--- config.mk ---
export PLATFORM = sky130hd
export DESIGN_NAME = contiguous_ring_allocator_unit_flat
export DESIGN_NICKNAME = d
export VERILOG_FILES = /design/src/design/cra_pkg.sv /design/src/design/cra_if.sv /design/src/design/cra_rem_unit.sv /design/src/design/contiguous_ring_allocator_unit.sv /design/src/flat_wrapper.sv
export SDC_FILE = /design/constraint.sdc
export NUM_CORES = 1
export LEC_CHECK = 0
export BUFFER_PORTS_ARGS = -buffer_cell sky130_fd_sc_hd__clkbuf_2
export CAP_MARGIN = 10
export CORE_UTILIZATION = 40
export CTS_CLUSTER_SIZE = 30
export DETAILED_ROUTE_END_ITERATION = 8
export MAX_ROUTING_LAYER = met4
export PLACE_DENSITY = 0.66
export RECOVER_POWER = 25
export SYNTH_ARGS = -nofsm -noshare
export SYNTH_HDL_FRONTEND = slang
export SYNTH_SLANG_ARGS = --single-unit
--- constraint.sdc ---
create_clock -name clk -period 8.62 [get_ports clk]
set_input_delay 1.724 -clock clk [delete_from_list [all_inputs] [get_ports clk]]
set_output_delay 1.724 -clock clk [all_outputs]
set_load 0.05 [all_outputs]
--- src/design/cra_pkg.sv ---
//------------------------------------------------------------------------------
// Contiguous ring allocator package
// Shared widths, codes and state types of the ring allocator.
//------------------------------------------------------------------------------
package cra_pkg;

	localparam int OFFSET_BITS = 20;
	localparam int SIZE_W      = 21;
	localparam int LEN_W       = 20;
	localparam int ADDR_W      = 32;
	localparam int STATUS_W    = 3;
	localparam int CFG_IDX_W   = 1;
	localparam int CFG_DATA_W  = 32;

	localparam logic [SIZE_W-1:0] SIZE_RESET = 21'd65536;

	typedef enum logic [CFG_IDX_W-1:0] {
		CFG_BUF_SIZE    = 1'b0,
		CFG_BUFFER_BASE = 1'b1
	} cfg_idx_t;

	typedef enum logic [STATUS_W-1:0] {
		ST_OK       = 3'd0,
		ST_BAD_LEN  = 3'd1,
		ST_NO_SPACE = 3'd2,
		ST_BAD_ADDR = 3'd3,
		ST_OVER     = 3'd4
	} status_t;

	typedef enum logic {
		OP_ALLOC   = 1'b0,
		OP_RELEASE = 1'b1
	} op_t;

	typedef enum logic [2:0] {
		S_IDLE,
		S_EVAL,
		S_DIV,
		S_FIN,
		S_DONE
	} state_t;

endpackage

--- src/design/cra_if.sv ---
//------------------------------------------------------------------------------
// Contiguous ring allocator channels
// Request, response and configuration write channels with valid and ready.
//------------------------------------------------------------------------------
interface cra_req_if;
	logic                        valid;
	logic                        ready;
	logic                        op;
	logic [cra_pkg::LEN_W-1:0]   length;
	logic [cra_pkg::ADDR_W-1:0]  address;

	modport source (output valid, output op, output length, output address, input ready);
	modport sink   (input valid, input op, input length, input address, output ready);
endinterface

interface cra_rsp_if;
	logic                         valid;
	logic                         ready;
	logic                         ok;
	logic [cra_pkg::ADDR_W-1:0]   region_address;
	logic [cra_pkg::STATUS_W-1:0] status;

	modport source (output valid, output ok, output region_address, output status,
		input ready);
	modport sink   (input valid, input ok, input region_address, input status,
		output ready);
endinterface

interface cra_cfg_if;
	logic                           valid;
	logic                           ready;
	logic [cra_pkg::CFG_IDX_W-1:0]  index;
	logic [cra_pkg::CFG_DATA_W-1:0] data;

	modport source (output valid, output index, output data, input ready);
	modport sink   (input valid, input index, input data, output ready);
endinterface

--- src/design/cra_rem_unit.sv ---
//------------------------------------------------------------------------------
// Ring allocator remainder unit
// Restoring remainder, one dividend bit per cycle, for the wrapped release.
//------------------------------------------------------------------------------
module cra_rem_unit #(
	parameter int DIVIDEND_W = 23,
	parameter int DIVISOR_W  = cra_pkg::SIZE_W
) (
	input  logic                  clk,
	input  logic                  arst_n,
	input  logic                  start,
	input  logic [DIVIDEND_W-1:0] dividend,
	input  logic [DIVISOR_W-1:0]  divisor,
	output logic                  done,
	output logic [DIVISOR_W-1:0]  remainder
);

	localparam int CNT_W = $clog2(DIVIDEND_W + 1);

	logic [DIVIDEND_W-1:0] div_q;
	logic [DIVISOR_W-1:0]  rem_q;
	logic [CNT_W-1:0]      cnt_q;
	logic                  busy_q;
	logic                  done_q;
	logic [DIVISOR_W:0]    trial;
	logic [DIVISOR_W:0]    diff;

	assign trial = {rem_q, div_q[DIVIDEND_W-1]};
	assign diff  = trial - {1'b0, divisor};

	always_ff @(posedge clk or negedge arst_n) begin
		if (!arst_n) begin
			busy_q <= 1'b0;
			done_q <= 1'b0;
			cnt_q  <= '0;
		end else begin
			done_q <= 1'b0;
			if (start) begin
				busy_q <= 1'b1;
				cnt_q  <= CNT_W'(DIVIDEND_W);
			end else if (busy_q) begin
				cnt_q <= cnt_q - 1'b1;
				if (cnt_q == CNT_W'(1)) begin
					busy_q <= 1'b0;
					done_q <= 1'b1;
				end
			end
		end
	end

	always_ff @(posedge clk) begin
		if (start) begin
			div_q <= dividend;
			rem_q <= '0;
		end else if (busy_q) begin
			div_q <= {div_q[DIVIDEND_W-2:0], 1'b0};
			if (trial >= {1'b0, divisor}) begin
				rem_q <= diff[DIVISOR_W-1:0];
			end else begin
				rem_q <= trial[DIVISOR_W-1:0];
			end
		end
	end

	assign done      = done_q;
	assign remainder = rem_q;

endmodule

--- src/design/contiguous_ring_allocator_unit.sv ---
//------------------------------------------------------------------------------
// Contiguous ring allocator
// Hands out and takes back contiguous regions of a ring buffer in FIFO order.
//------------------------------------------------------------------------------
// One request is worked on at a time. An allocate, and a release while the ring
// is not wrapped, passes through the evaluate and done states before the next
// acceptance. A release while the ring is wrapped runs the remainder unit, one
// bit per cycle over the sum, which is two bits wider than the wider of an
// offset and the ring size, between the evaluate and finish states. The
// response sits in an output register, so the next request is accepted while
// it waits to be taken. Configuration writes are always ready.
module contiguous_ring_allocator_unit #(
	parameter int OFFSET_BITS = cra_pkg::OFFSET_BITS
) (
	input logic      clk,
	input logic      arst_n,
	cra_cfg_if.sink  cfg,
	cra_req_if.sink  req,
	cra_rsp_if.source rsp
);

	localparam int OFS_W  = OFFSET_BITS + 1;
	localparam int SIZE_W = cra_pkg::SIZE_W;
	localparam int ADDR_W = cra_pkg::ADDR_W;
	localparam int LEN_W  = cra_pkg::LEN_W;
	localparam int CW     = ((OFS_W > SIZE_W) ? OFS_W : SIZE_W) + 2;

	cra_pkg::state_t state_q, state_d;

	logic [SIZE_W-1:0] size_q;
	logic [ADDR_W-1:0] base_q;
	logic [OFS_W-1:0]  alloc_q, rel_q, pad_q;

	logic              op_q;
	logic [LEN_W-1:0]  len_q;
	logic [ADDR_W-1:0] addr_q;

	logic                 res_ok_q;
	logic [ADDR_W-1:0]    res_addr_q;
	cra_pkg::status_t     res_status_q;

	logic                 rsp_valid_q;
	logic                 rsp_ok_q;
	logic [ADDR_W-1:0]    rsp_addr_q;
	cra_pkg::status_t     rsp_status_q;

	logic [CW-1:0] a_x, r_x, p_x, n_x, z_x, start_x, sum0, sum, t_x;
	logic          nowrap, rel_zero, fit_tail, fit_head;
	logic [SIZE_W-1:0] rem_val;

	logic              ev_ok;
	logic [ADDR_W-1:0] ev_addr;
	cra_pkg::status_t  ev_status;
	logic              ev_div;
	logic              set_alloc, set_rel, set_pad;
	logic [OFS_W-1:0]  alloc_d, rel_d, pad_d;

	logic              rem_start, rem_done;
	logic              in_ready, commit_res, rsp_free, load_rsp;

	assign a_x      = CW'(alloc_q);
	assign r_x      = CW'(rel_q);
	assign p_x      = CW'(pad_q);
	assign n_x      = CW'(len_q);
	assign z_x      = CW'(size_q);
	assign t_x      = CW'(rem_val);
	assign nowrap   = (a_x >= r_x);
	assign rel_zero = (rel_q == '0);
	assign fit_tail = (z_x >= a_x + n_x + CW'(rel_zero));
	assign start_x  = nowrap ? '0 : a_x;
	assign fit_head = (r_x >= start_x + n_x + CW'(1));
	assign sum0     = r_x + n_x;
	assign sum      = (sum0 > z_x) ? sum0 + p_x : sum0;

	always_comb begin
		ev_ok     = 1'b0;
		ev_addr   = '0;
		ev_status = cra_pkg::ST_OK;
		ev_div    = 1'b0;
		set_alloc = 1'b0;
		set_rel   = 1'b0;
		set_pad   = 1'b0;
		alloc_d   = alloc_q;
		rel_d     = rel_q;
		pad_d     = pad_q;
		if (state_q == cra_pkg::S_FIN) begin
			if (t_x > a_x && t_x < r_x) begin
				ev_status = cra_pkg::ST_OVER;
			end else begin
				ev_ok   = 1'b1;
				set_rel = 1'b1;
				rel_d   = OFS_W'(t_x);
				if (t_x <= a_x) begin
					set_pad = 1'b1;
					pad_d   = '0;
				end
			end
		end else if (cra_pkg::op_t'(op_q) == cra_pkg::OP_ALLOC) begin
			if (len_q == '0 || n_x >= z_x) begin
				ev_status = cra_pkg::ST_BAD_LEN;
			end else if (nowrap && fit_tail) begin
				ev_ok     = 1'b1;
				ev_addr   = base_q + ADDR_W'(alloc_q);
				set_alloc = 1'b1;
				alloc_d   = OFS_W'(a_x + n_x);
			end else if (fit_head) begin
				ev_ok     = 1'b1;
				ev_addr   = base_q + ADDR_W'(start_x);
				set_alloc = 1'b1;
				alloc_d   = OFS_W'(start_x + n_x);
				set_pad   = 1'b1;
				pad_d     = nowrap ? OFS_W'(z_x - a_x - CW'(rel_zero)) : pad_q;
			end else begin
				ev_status = cra_pkg::ST_NO_SPACE;
			end
		end else begin
			if (n_x >= z_x) begin
				ev_status = cra_pkg::ST_BAD_LEN;
			end else if (addr_q != base_q + ADDR_W'(rel_q) && addr_q != base_q) begin
				ev_status = cra_pkg::ST_BAD_ADDR;
			end else if (nowrap) begin
				if (a_x < sum0) begin
					ev_status = cra_pkg::ST_OVER;
				end else begin
					ev_ok   = 1'b1;
					set_rel = 1'b1;
					rel_d   = OFS_W'(sum0);
				end
			end else begin
				ev_div = 1'b1;
			end
		end
	end

	always_comb begin
		state_d = state_q;
		unique case (state_q)
			cra_pkg::S_IDLE: begin
				if (req.valid) state_d = cra_pkg::S_EVAL;
			end
			cra_pkg::S_EVAL: begin
				state_d = ev_div ? cra_pkg::S_DIV : cra_pkg::S_DONE;
			end
			cra_pkg::S_DIV: begin
				if (rem_done) state_d = cra_pkg::S_FIN;
			end
			cra_pkg::S_FIN: begin
				state_d = cra_pkg::S_DONE;
			end
			cra_pkg::S_DONE: begin
				if (rsp_free) state_d = cra_pkg::S_IDLE;
			end
			default: begin
				state_d = cra_pkg::S_IDLE;
			end
		endcase
	end

	always_comb begin
		in_ready   = (state_q == cra_pkg::S_IDLE);
		rem_start  = (state_q == cra_pkg::S_EVAL) && ev_div;
		commit_res = ((state_q == cra_pkg::S_EVAL) && !ev_div) ||
			(state_q == cra_pkg::S_FIN);
		load_rsp   = (state_q == cra_pkg::S_DONE) && rsp_free;
	end

	assign rsp_free = !rsp_valid_q || rsp.ready;

	cra_rem_unit #(
		.DIVIDEND_W (CW),
		.DIVISOR_W  (SIZE_W)
	) u_rem (
		.clk       (clk),
		.arst_n    (arst_n),
		.start     (rem_start),
		.dividend  (sum),
		.divisor   (size_q),
		.done      (rem_done),
		.remainder (rem_val)
	);

	always_ff @(posedge clk or negedge arst_n) begin
		if (!arst_n) begin
			state_q     <= cra_pkg::S_IDLE;
			size_q      <= cra_pkg::SIZE_RESET;
			base_q      <= '0;
			alloc_q     <= '0;
			rel_q       <= '0;
			pad_q       <= '0;
			rsp_valid_q <= 1'b0;
		end else begin
			state_q <= state_d;
			if (cfg.valid) begin
				unique case (cra_pkg::cfg_idx_t'(cfg.index))
					cra_pkg::CFG_BUF_SIZE:    size_q <= cfg.data[SIZE_W-1:0];
					cra_pkg::CFG_BUFFER_BASE: base_q <= cfg.data[ADDR_W-1:0];
				endcase
			end
			if (commit_res) begin
				if (set_alloc) alloc_q <= alloc_d;
				if (set_rel)   rel_q   <= rel_d;
				if (set_pad)   pad_q   <= pad_d;
			end
			if (load_rsp) begin
				rsp_valid_q <= 1'b1;
			end else if (rsp.ready) begin
				rsp_valid_q <= 1'b0;
			end
		end
	end

	always_ff @(posedge clk) begin
		if (in_ready && req.valid) begin
			op_q   <= req.op;
			len_q  <= req.length;
			addr_q <= req.address;
		end
		if (commit_res) begin
			res_ok_q     <= ev_ok;
			res_addr_q   <= ev_addr;
			res_status_q <= ev_status;
		end
		if (load_rsp) begin
			rsp_ok_q     <= res_ok_q;
			rsp_addr_q   <= res_addr_q;
			rsp_status_q <= res_status_q;
		end
	end

	assign cfg.ready          = 1'b1;
	assign req.ready          = in_ready;
	assign rsp.valid          = rsp_valid_q;
	assign rsp.ok             = rsp_ok_q;
	assign rsp.region_address = rsp_addr_q;
	assign rsp.status         = rsp_status_q;

endmodule

--- src/flat_wrapper.sv ---
// flat-port wrapper written by rule: the top's interface ports become plain ports
module contiguous_ring_allocator_unit_flat 
#(
	parameter int OFFSET_BITS = cra_pkg::OFFSET_BITS
)
  (clk, arst_n, cfg_valid, cfg_index, cfg_data, cfg_ready, req_valid, req_op, req_length, req_address, req_ready, rsp_valid, rsp_ok, rsp_region_address, rsp_status, rsp_ready);
  cra_cfg_if cfg_i ();
  cra_req_if req_i ();
  cra_rsp_if rsp_i ();
  input logic clk;
  input logic arst_n;
  input wire logic [$bits(cfg_i.valid)-1:0] cfg_valid;
  input wire logic [$bits(cfg_i.index)-1:0] cfg_index;
  input wire logic [$bits(cfg_i.data)-1:0] cfg_data;
  output wire logic [$bits(cfg_i.ready)-1:0] cfg_ready;
  input wire logic [$bits(req_i.valid)-1:0] req_valid;
  input wire logic [$bits(req_i.op)-1:0] req_op;
  input wire logic [$bits(req_i.length)-1:0] req_length;
  input wire logic [$bits(req_i.address)-1:0] req_address;
  output wire logic [$bits(req_i.ready)-1:0] req_ready;
  output wire logic [$bits(rsp_i.valid)-1:0] rsp_valid;
  output wire logic [$bits(rsp_i.ok)-1:0] rsp_ok;
  output wire logic [$bits(rsp_i.region_address)-1:0] rsp_region_address;
  output wire logic [$bits(rsp_i.status)-1:0] rsp_status;
  input wire logic [$bits(rsp_i.ready)-1:0] rsp_ready;
  assign cfg_i.valid = cfg_valid;
  assign cfg_i.index = cfg_index;
  assign cfg_i.data = cfg_data;
  assign cfg_ready = cfg_i.ready;
  assign req_i.valid = req_valid;
  assign req_i.op = req_op;
  assign req_i.length = req_length;
  assign req_i.address = req_address;
  assign req_ready = req_i.ready;
  assign rsp_valid = rsp_i.valid;
  assign rsp_ok = rsp_i.ok;
  assign rsp_region_address = rsp_i.region_address;
  assign rsp_status = rsp_i.status;
  assign rsp_i.ready = rsp_ready;
  contiguous_ring_allocator_unit #(.OFFSET_BITS(OFFSET_BITS)) u_core (.clk(clk), .arst_n(arst_n), .cfg(cfg_i), .req(req_i), .rsp(rsp_i));
endmodule
==> results.toml, run 1 <==
[floorplan]
rows = 93
dieArea_um2 = 67300
fp.dieH_um = 259
initial_core_util_pct = 40.8
io_pins = 130
core-area_um2 = 64900
fp.dieW_um = 259

[cells_and_area]
syn2layout_area_growth_pct = 11.3
num-nets-final = 3478
final_cell_mix = "ha_1 (369), nor2_1 (228), a21oi_1 (192)"
layout_commonest_cell = "ha_1"
utilization_pct = 45.4
layout-drive-gt1-share_pct = 10.8
final_cell_area_um2 = 29500
stdcell_count = 3894
n_antenna_cell = 0

[timing]
worst_pin_slew_ns = 5.42
hold_slack_ns = 0.419
tns_ns = 0
clock_skew_ns = 0.0359
slew-limit-headroom_pct = -261
final-hold-violation-count = 0
fmax_mhz = 124
fin_crit_sh_pct = 93.4
slew_violations = 87
finalSetupViolCount = 0
rsz0062_at_grt = "no"
fin_crit_ns = 8.05

[placed_design]
dpl.hpwl_mm = 66.3
numPlacedInstances = 3823
postPlaceCellArea_um2 = 28300
place_congestion = 0.997
port-buffer-count = 128

[clock_network]
cts_hold_buffers = 0
clockBufferDepth = 3
cts.sinks = 296
clk_pin_slew_worst_paths_ns = 0.06
cts_tree = "done"
cts_root_buf = "clkbuf_16"
htreeDepth = 2
cts_buffers = 37
clk_latency_ns = 0.58

[worst_setup_path]
crit_path_max_incr_delay_ns = 0.49
crit_required_ns = 9.07
crit_fanout = 27
path_delay_family = "compound AO/OA/AOI/OAI gates"
endpoint_kind = "flop"
critPathArrivalTime_ns = 8.50
startpoint_type = "flop"
critical_path_class = "flop to flop"
cp_num_buf_inv = 3
cp_slowest_cell = "dfrtp_1"

[yosys]
synthMuxAreaShare_pct = 6.70
synth_nets = 3346
avgSynthCellArea_um2 = 9.21
synthCells = 2878
yosys.area_share.simple_pct = 14.4
synth-compound-area-share_pct = 18.5
ys_seq_elements = 296
synth_xor_area_share_pct = 8.03
ys_types = 95
syn_area_um2 = 26500
synth_top_family_by_area = "compound AO/OA/AOI/OAI gates"
ys_seq_area_share_pct = 30.4
ys_warn_count = 0
async_reset_ff_share_pct = 42.9
synthAdderAreaFrac_pct = 18.0
synth_edf_count = 148
ys.flop_type = "edfxtp_1"

[run]
drv_cap = 1

[grt]
grt_usage_pct = 25.0
gr-total-overflow = 0
antenna_found_initial = 0
grt_pass1_wl_mm = 125
grt_start_max_net_pins = 87
grt_pass1_vias = 20609

[drt]
drt_wl_total_mm = 83.2
avgViaCountPerCell = 5.74
route.detailed.drc = 0
final_antenna_net_count = 0
drt-initial-drc-count = 1842
num_vias = 22350
wl_per_cell_um = 21.4
drtPass1Iterations = 5

[power_and_ir_drop]
power_per_cell_area_nw_per_um2 = 309
p_leak_uw = 0.0133
irDropWorstVdd_mv = 0.263

[hold_path]
worst_hold_path_type = "flop to flop"

[outcome]
status = "complete, but fails checks"
violations = "max-capacitance violations, max-slew violations"
## where the power goes
group / internal (µW) / leakage [µW] / switching, µW
clock: 919 / 0.000588 / 686
sequential: 1730 / 0.00317 / 237
combinational: 2150 / 0.00955 / 3380
total: 4800 / 0.0133 / 4310
## area by class of cell
cell class              count  area (µm²)
flip-flops and latches    296        8040
clock buffers              50        1000
repair buffers            175        1000
multi-input cells        2315       17500
well taps                 855        1070
clock inverters            18         205
fillers                  6316       35400
inverters                 185         694
## flip-flops by register name (all words and copies together) (netlist names)
name                       cells
u_core.addr_q                 32
u_core.len_q                  20
u_core.u_rem.remainder        21
u_core.u_rem.busy_q            1
u_core.alloc_q                21
u_core.rsp.status              3
u_core.u_rem.cnt_q             5
u_core.base_q                 32
u_core.res_ok_q                1
u_core.u_rem.done              1
u_core.res_status_q            3
u_core.rsp.ok                  1
u_core.size_q                 21
u_core.rsp.valid               1
u_core.res_addr_q             32
u_core.rsp.region_address     32
u_core.rel_q                  21
u_core.state_q                 3
u_core.pad_q                  21
u_core.op_q                    1
u_core.u_rem.div_q            23
## cells in the mapped netlist (7+ instances only)
library cell | count | area (µm²)
a211oi_1 | 43 | 323
a21boi_0 | 8 | 60.1
a21o_1 | 106 | 796
a21oi_1 | 193 | 966
a221oi_1 | 8 | 70.1
a22oi_1 | 17 | 128
a31oi_1 | 25 | 156
and2_1 | 15 | 93.8
and3_1 | 32 | 200
buf_1 | 9 | 33.8
clkbuf_1 | 63 | 236
dfrtp_1 | 126 | 3150
dfxtp_1 | 21 | 420
edfxtp_1 | 148 | 4440
fa_1 | 8 | 160
ha_1 | 369 | 4620
inv_1 | 184 | 691
mux2_2 | 40 | 450
mux2_4 | 20 | 300
mux2i_1 | 93 | 931
nand2_1 | 179 | 672
nand2b_1 | 41 | 257
nand3_1 | 58 | 290
nand4_1 | 40 | 250
nor2_1 | 229 | 860
nor2b_1 | 39 | 244
nor3_1 | 55 | 275
nor3b_1 | 8 | 60.1
nor4_1 | 28 | 175
o2111ai_1 | 7 | 61.3
o211ai_1 | 16 | 120
o21a_1 | 28 | 210
o21ai_0 | 167 | 836
o21bai_1 | 25 | 188
o22ai_1 | 10 | 62.6
o31a_1 | 7 | 61.3
o31ai_1 | 18 | 135
or2_2 | 10 | 62.6
or3_1 | 17 | 106
xnor2_1 | 137 | 1200
xor2_1 | 106 | 928
## timing repair
action | in CTS | in global routing
endpoints found under the setup margin | 0 | 68
gates resized for setup | 0 | 5
setup buffers | 0 | 3
## through the flow
step                setup slack (ns)  power (µW)
floorplan                       1.01        5850
global placement               0.603        7360
detailed placement             0.480        7370
CTS                            0.478        9010
global route                 0.00878        9750
finish                         0.568        9110
## kinds of logic after synthesis
group / Yosys count
buffers and inverters: 267
flip-flops: 296
AND/OR/NAND/NOR: 780
XOR/XNOR: 243
AO/OA/AOI/OAI: 754
adder cells (fa/ha/maj): 377
multiplexers: 160
other: 1
## path summary, 6_finish.rpt
check,start,end,slack (ns),cells past startpoint
worst max-delay path,u_core.rel_q[10],u_core.res_addr_q[21],0.57,36
worst min-delay path,u_core.res_ok_q,u_core.rsp.ok,0.42,0
worst max register to register,u_core.rel_q[10],u_core.res_addr_q[21],0.57,36
worst min register to register,u_core.res_ok_q,u_core.rsp.ok,0.42,0
max in group asynchronous,arst_n,u_core.alloc_q[1],2.42,1
min in group asynchronous,arst_n,u_core.state_q[1],3.17,1
## worst register-to-register path, delay by kind of cell, from the launching register on
family | cells | cell delay [ns]
AO/OA/AOI/OAI | 15 | 3.00
AND/OR/NAND/NOR | 12 | 2.14
adder cells (fa/ha/maj) | 4 | 1.13
buffers and inverters | 3 | 0.71
flip-flops | 1 | 0.49
multiplexers | 1 | 0.34
XOR/XNOR | 1 | 0.16
## per-layer routing
| layer | up-vias | global-route usage, % | wire [µm] |
|---|---|---|---|
| li1 | 10879 | - | - |
| met1 | 10517 | 34.1 | 37900 |
| met2 | 800 | 36.8 | 35700 |
| met3 | 154 | 4.75 | 6630 |
| met4 | 0 | 8.82 | 2900 |
| met5 | - | - | 0 |
Note: power is estimated with default switching activity, not from simulation.
==> run 2: changes to the inputs <==
--- a/config.mk
+++ b/config.mk
@@ -13,6 +13,7 @@
 export MAX_ROUTING_LAYER = met4
 export PLACE_DENSITY = 0.66
 export RECOVER_POWER = 25
+export REMOVE_ABC_BUFFERS = 1
 export SYNTH_ARGS = -nofsm -noshare
 export SYNTH_HDL_FRONTEND = slang
 export SYNTH_SLANG_ARGS = --single-unit
==> constraint.sdc (replaced) <==
create_clock -name clk -period 8.62 [get_ports clk]
set_input_delay 0.862 -clock clk [delete_from_list [all_inputs] [get_ports clk]]
set_output_delay 0.862 -clock clk [all_outputs]
set_load 0.05 [all_outputs]
==> run 2 against run 1 <==
The flow still finishes with violations (max-capacitance violations, max-slew violations). Clock power is 5% higher. Sequential share of layout area is 0.12 points lower. Critical path depth is 1 lower. Core utilization is 0.21 points higher. Largest cell class unchanged. Largest power group unchanged.
==> results.toml, run 2 (same netlist as run 1, synthesis figures left out) <==
[outcome]
status = "complete, but fails checks"
violations = "max-capacitance violations, max-slew violations"

[grt]
grt_start_max_net_pins = 86
grt_pass1_vias = 20887
gr-total-overflow = 0
grt_usage_pct = 25.4
grt_pass1_wl_mm = 127
antenna_found_initial = 2

[timing]
final-hold-violation-count = 0
tns_ns = 0
finalSetupViolCount = 0
fin_crit_ns = 8.21
hold_slack_ns = 0.417
layout_setup_ws_ns = 0.412
fin_crit_sh_pct = 95.2
fmax_mhz = 122
slew_violations = 86
slew-limit-headroom_pct = -256
rsz0062_at_grt = "no"
clock_skew_ns = 0.0258
worst_pin_slew_ns = 5.34

[drt]
drt-initial-drc-count = 2065
drtPass1Iterations = 5
routed-wl-met2_mm = 36.9
wl_met3_mm = 5.96
final_antenna_net_count = 0
avgViaCountPerCell = 5.75
drt_wl_total_mm = 84.5
wl_per_cell_um = 21.7
num_vias = 22409
top_layer = "met4"
wl_met1_mm = 39.0
route.detailed.drc = 0

[cells_and_area]
num-nets-final = 3482
final_cell_mix = "ha_1 (368), nor2_1 (227), a21oi_1 (193)"
layout_commonest_cell = "ha_1"
final_cell_area_um2 = 29600
syn2layout_area_growth_pct = 11.8
utilization_pct = 45.6
layout-drive-gt1-share_pct = 11.2
n_antenna_cell = 0

[floorplan]
core-area_um2 = 64900
initial_core_util_pct = 40.8
io_pins = 130
dieArea_um2 = 67300
fp.dieW_um = 259
fp.dieH_um = 259
rows = 93

[placed_design]
pre_cts_ws_ns = 0.235
postPlaceCellArea_um2 = 28300
dpl.hpwl_mm = 67.5
place_congestion = 0.989
port-buffer-count = 128

[clock_network]
cts_hold_buffers = 0
clk_latency_ns = 0.57
cts.sinks = 296
cts_buffers = 37
cts_tree = "done"
clockBufferDepth = 3
cts_root_buf = "clkbuf_16"
clk_pin_slew_worst_paths_ns = 0.07
htreeDepth = 2

[power_and_ir_drop]
p_leak_uw = 0.0134
power_per_cell_area_nw_per_um2 = 314
irDropWorstVdd_mv = 0.240

[worst_setup_path]
critical_path_class = "flop to flop"
crit_top_cell = "a21o_1"
cp_slowest_cell = "dfrtp_1"
startpoint_type = "flop"
critPathArrivalTime_ns = 8.64
crit_required_ns = 9.05
crit_path_max_incr_delay_ns = 0.51
crit_fanout = 27
endpoint_kind = "flop"

[hold_path]
worst_hold_path_type = "flop to flop"

[run]
drv_cap = 1
run 2: cell count changes in the layout (fill, tap and decap cells not counted), moves of 3 or more:
cell,before,now
clkbuf_8,3,0
buf_4,45,48
clkinv_4,1,4
clkbuf_1,17,11
bufinv_16,3,6
run 2: critical path, delay by kind of cell, from the launching register on:
family	cells	cell delay (ns)
AOI/OAI and AO/OA	16	3.24
xor gates and xnor gates	2	0.45
adders and majority gates	3	1.05
buffers and inverters	3	0.71
DFF	1	0.51
muxes	1	0.33
and+or+nand+nor	10	1.72
run 2: layer usage:
layer	vias to the layer above	global-route usage, %
li1	10875	-
met1	10674	35.3
met2	720	37.9
met3	140	3.88
met4	0	7.70
met5	-	-
run 2: final timing paths:
| kind | slack [ns] | endpoint | cells past startpoint | startpoint |
|---|---|---|---|---|
| worst min register to register | 0.42 | u_core.rsp.region_address[8] | 0 | u_core.res_addr_q[8] |
| max in group asynchronous | 3.35 | u_core.pad_q[6] | 1 | arst_n |
| worst max register to register | 0.41 | u_core.alloc_q[2] | 35 | u_core.alloc_q[19] |
| min in group asynchronous | 2.25 | u_core.base_q[27] | 1 | arst_n |
| worst min-delay path | 0.42 | u_core.rsp.region_address[8] | 0 | u_core.res_addr_q[8] |
| worst max-delay path | 0.41 | u_core.alloc_q[2] | 35 | u_core.alloc_q[19] |
run 2: through the flow:
stage / total power (µW) / instances
global route: 9930 / 3898
CTS: 9200 / 3896
finish: 9310 / 3898
detailed placement: 7460 / 3828
global placement: 7440 / 3828
floorplan: 5820 / 2796
run 2: power breakdown:
group / total [µW] / switching (µW) / internal [µW]
registers: 1940 / 217 / 1730
clock network: 1690 / 682 / 1010
logic: 5670 / 3480 / 2190
total: 9310 / 4380 / 4930
run 2: what timing repair did:
action                     CTS  global route
gates resized for setup      0             7
setup endpoints to repair    0            74
setup buffers                0             2
run 2: area by class of cell:
type | count | area (µm²)
flip-flops and latches | 296 | 8050
inverters | 185 | 694
well taps | 855 | 1070
clock buffers | 44 | 995
repair buffers | 179 | 1040
fillers | 6315 | 35300
clock inverters | 24 | 297
multi-input cells | 2315 | 17500
==> run 3: changes to the inputs <==
--- a/config.mk
+++ b/config.mk
@@ -7,11 +7,13 @@
 export LEC_CHECK = 0
 export BUFFER_PORTS_ARGS = -buffer_cell sky130_fd_sc_hd__clkbuf_2
 export CAP_MARGIN = 10
+export CELL_PAD_IN_SITES_DETAIL_PLACEMENT = 1
+export CELL_PAD_IN_SITES_GLOBAL_PLACEMENT = 1
 export CORE_UTILIZATION = 40
 export CTS_CLUSTER_SIZE = 30
 export DETAILED_ROUTE_END_ITERATION = 8
 export MAX_ROUTING_LAYER = met4
-export PLACE_DENSITY = 0.66
+export PLACE_DENSITY = 0.79
 export RECOVER_POWER = 25
 export REMOVE_ABC_BUFFERS = 1
 export SYNTH_ARGS = -nofsm -noshare
==> run 3 against run 2 <==
The run still ends with max-capacitance violations, max-slew violations left. Sequential share of layout area down 0.17 points. First-iteration DRC count fell by 11%. Power increased by 4.1%. Global-route usage grew 5.2 points. Critical endpoint is now u_core.pad_q[0]. Die area is the same. Via count is 6.1% higher. Routed wire length is 19% higher. Worst hold slack better by 0.0044 ns. Final area increased by 0.68%. Flip-flop and latch count unchanged.
==> results.toml, run 3 (same netlist as run 1, synthesis figures left out) <==
[cells_and_area]
layout-drive-gt1-share_pct = 11.8
final_cell_mix = "ha_1 (369), nor2_1 (228), a21oi_1 (193)"
num-nets-final = 3509
layout_commonest_cell = "ha_1"
syn2layout_area_growth_pct = 12.6

[drt]
avgViaCountPerCell = 6.05
final_antenna_net_count = 0
num_vias = 23784
drtPass1Iterations = 6
drt_wl_total_mm = 100
drt-initial-drc-count = 1835
wl_per_cell_um = 25.5
route.detailed.drc = 0

[timing]
fin_crit_sh_pct = 95.5
slew_violations = 65
fin_crit_ns = 8.23
final-hold-violation-count = 0
fmax_mhz = 121
rsz0062_at_grt = "no"
tns_ns = 0
layout_setup_ws_ns = 0.389
worst_pin_slew_ns = 4.57
clock_skew_ns = 0.0384
hold_slack_ns = 0.421
finalSetupViolCount = 0
slew-limit-headroom_pct = -205

[clock_network]
cts_root_buf = "clkbuf_16"
cts_tree = "done"
clk_pin_slew_worst_paths_ns = 0.06
htreeDepth = 2
clk_latency_ns = 0.59
cts.sinks = 296
cts_buffers = 39
clockBufferDepth = 3
cts_hold_buffers = 0

[power_and_ir_drop]
p_int_uw = 5010
switching_share_pct = 48.3
irDropWorstVdd_mv = 0.217
pwr-share-seq_pct = 20.0
power_uw = 9690
power.switching_uw = 4680
power_per_cell_area_nw_per_um2 = 325
p_leak_uw = 0.0135
p_comb_share_pct = 62.5
clkPwrFrac_pct = 17.6

[worst_setup_path]
crit_required_ns = 9.08
crit_path_max_incr_delay_ns = 0.46
critPathArrivalTime_ns = 8.69
critical_path_class = "flop to flop"
crit_top_cell = "a21oi_1"
regToRegSetupSlack_ns = 0.39
endpoint_kind = "flop"
cp_slowest_cell = "or3b_4"
crit_fanout = 21
startpoint_type = "flop"

[grt]
antenna_found_initial = 1
grt_pass1_vias = 25030
grt_start_max_net_pins = 66
grt_pass1_wl_mm = 152
grt_usage_pct = 30.6
gr-total-overflow = 0

[floorplan]
fp.dieW_um = 259
io_pins = 130
fp.dieH_um = 259
dieArea_um2 = 67300
core-area_um2 = 64900
initial_core_util_pct = 40.8
rows = 93

[hold_path]
worst_hold_path_type = "flop to flop"

[placed_design]
pre_cts_ws_ns = 0.159
place_congestion = 1.02
dpl.hpwl_mm = 80.3
port-buffer-count = 128

[run]
drv_cap = 1

[outcome]
status = "complete, but fails checks"
violations = "max-capacitance violations, max-slew violations"
-- run 3: cell count changes in the layout (fill, tap and decap cells not counted), moves of 2 or more --
cell,previous run,this run
clkinv_1,4,6
dfrtp_2,1,4
clkinv_4,4,2
clkbuf_8,0,3
clkbuf_1,11,15
clkinv_2,6,4
dfrtp_1,125,122
buf_4,48,72
clkinvlp_4,3,1
-- run 3: what timing repair did --
item	CTS	global route
setup endpoints to repair	0	59
buffers inserted	0	6
gates resized for setup	0	7
-- run 3: power groups by stage --
stage | logic, µW | registers (µW) | clock network [µW]
3_5_place_dp | 5900 | 1950 | 0
5_1_grt | 6550 | 1950 | 1770
4_1_cts | 5950 | 1930 | 1730
2_1_floorplan | 3790 | 2020 | 0
6_report | 6050 | 1940 | 1700
3_3_place_gp | 5690 | 1950 | 0
-- run 3: per-layer routing --
layer	GRT usage, %	up-vias	wire (µm)
met1	39.3	12017	45000
met2	49.6	687	46400
met4	11.6	0	4280
met5	-	-	0
met3	3.09	181	4720
li1	-	10899	-
-- run 3: area by class of cell --
cell class                      instances  area, µm²
Fill cell                            7532      35100
Multi-Input combinational cell       2315      17500
Sequential cell                       296       8050
Timing Repair Buffer                  204       1240
Tap cell                              855       1070
Clock buffer                           52       1050
Inverter                              185        694
Clock inverter                         20        240
Antenna cell                            1       2.50
-- run 3: worst paths after layout --
path / from / end / cells past startpoint
min: u_core.res_addr_q[27] / u_core.rsp.region_address[27] / 0
max: u_core.rel_q[10] / u_core.pad_q[0] / 36
min in group asynchronous: arst_n / u_core.base_q[6] / 1
min reg2reg: u_core.res_addr_q[27] / u_core.rsp.region_address[27] / 0
max in group asynchronous: arst_n / u_core.rel_q[9] / 2
max reg2reg: u_core.rel_q[10] / u_core.pad_q[0] / 36
-- run 3: through the flow --
stage | instances | util, % | cell area [µm²]
global route | 3927 | 45.9 | 29800
CTS | 3921 | 45.8 | 29800
finish | 3928 | 45.9 | 29800
global placement | 3848 | 43.8 | 28500
floorplan | 2796 | - | 26100
detailed placement | 3849 | 43.8 | 28500
-- run 3: critical path: cells and delay by family, from the launching register on --
kind	cells	cell delay (ns)
AOI/OAI and AO/OA	15	3.19
xor gates and xnor gates	2	0.34
adders and majority gates	3	0.84
buffers and inverters	4	0.71
DFF	1	0.42
muxes	1	0.34
and+or+nand+nor	11	2.21
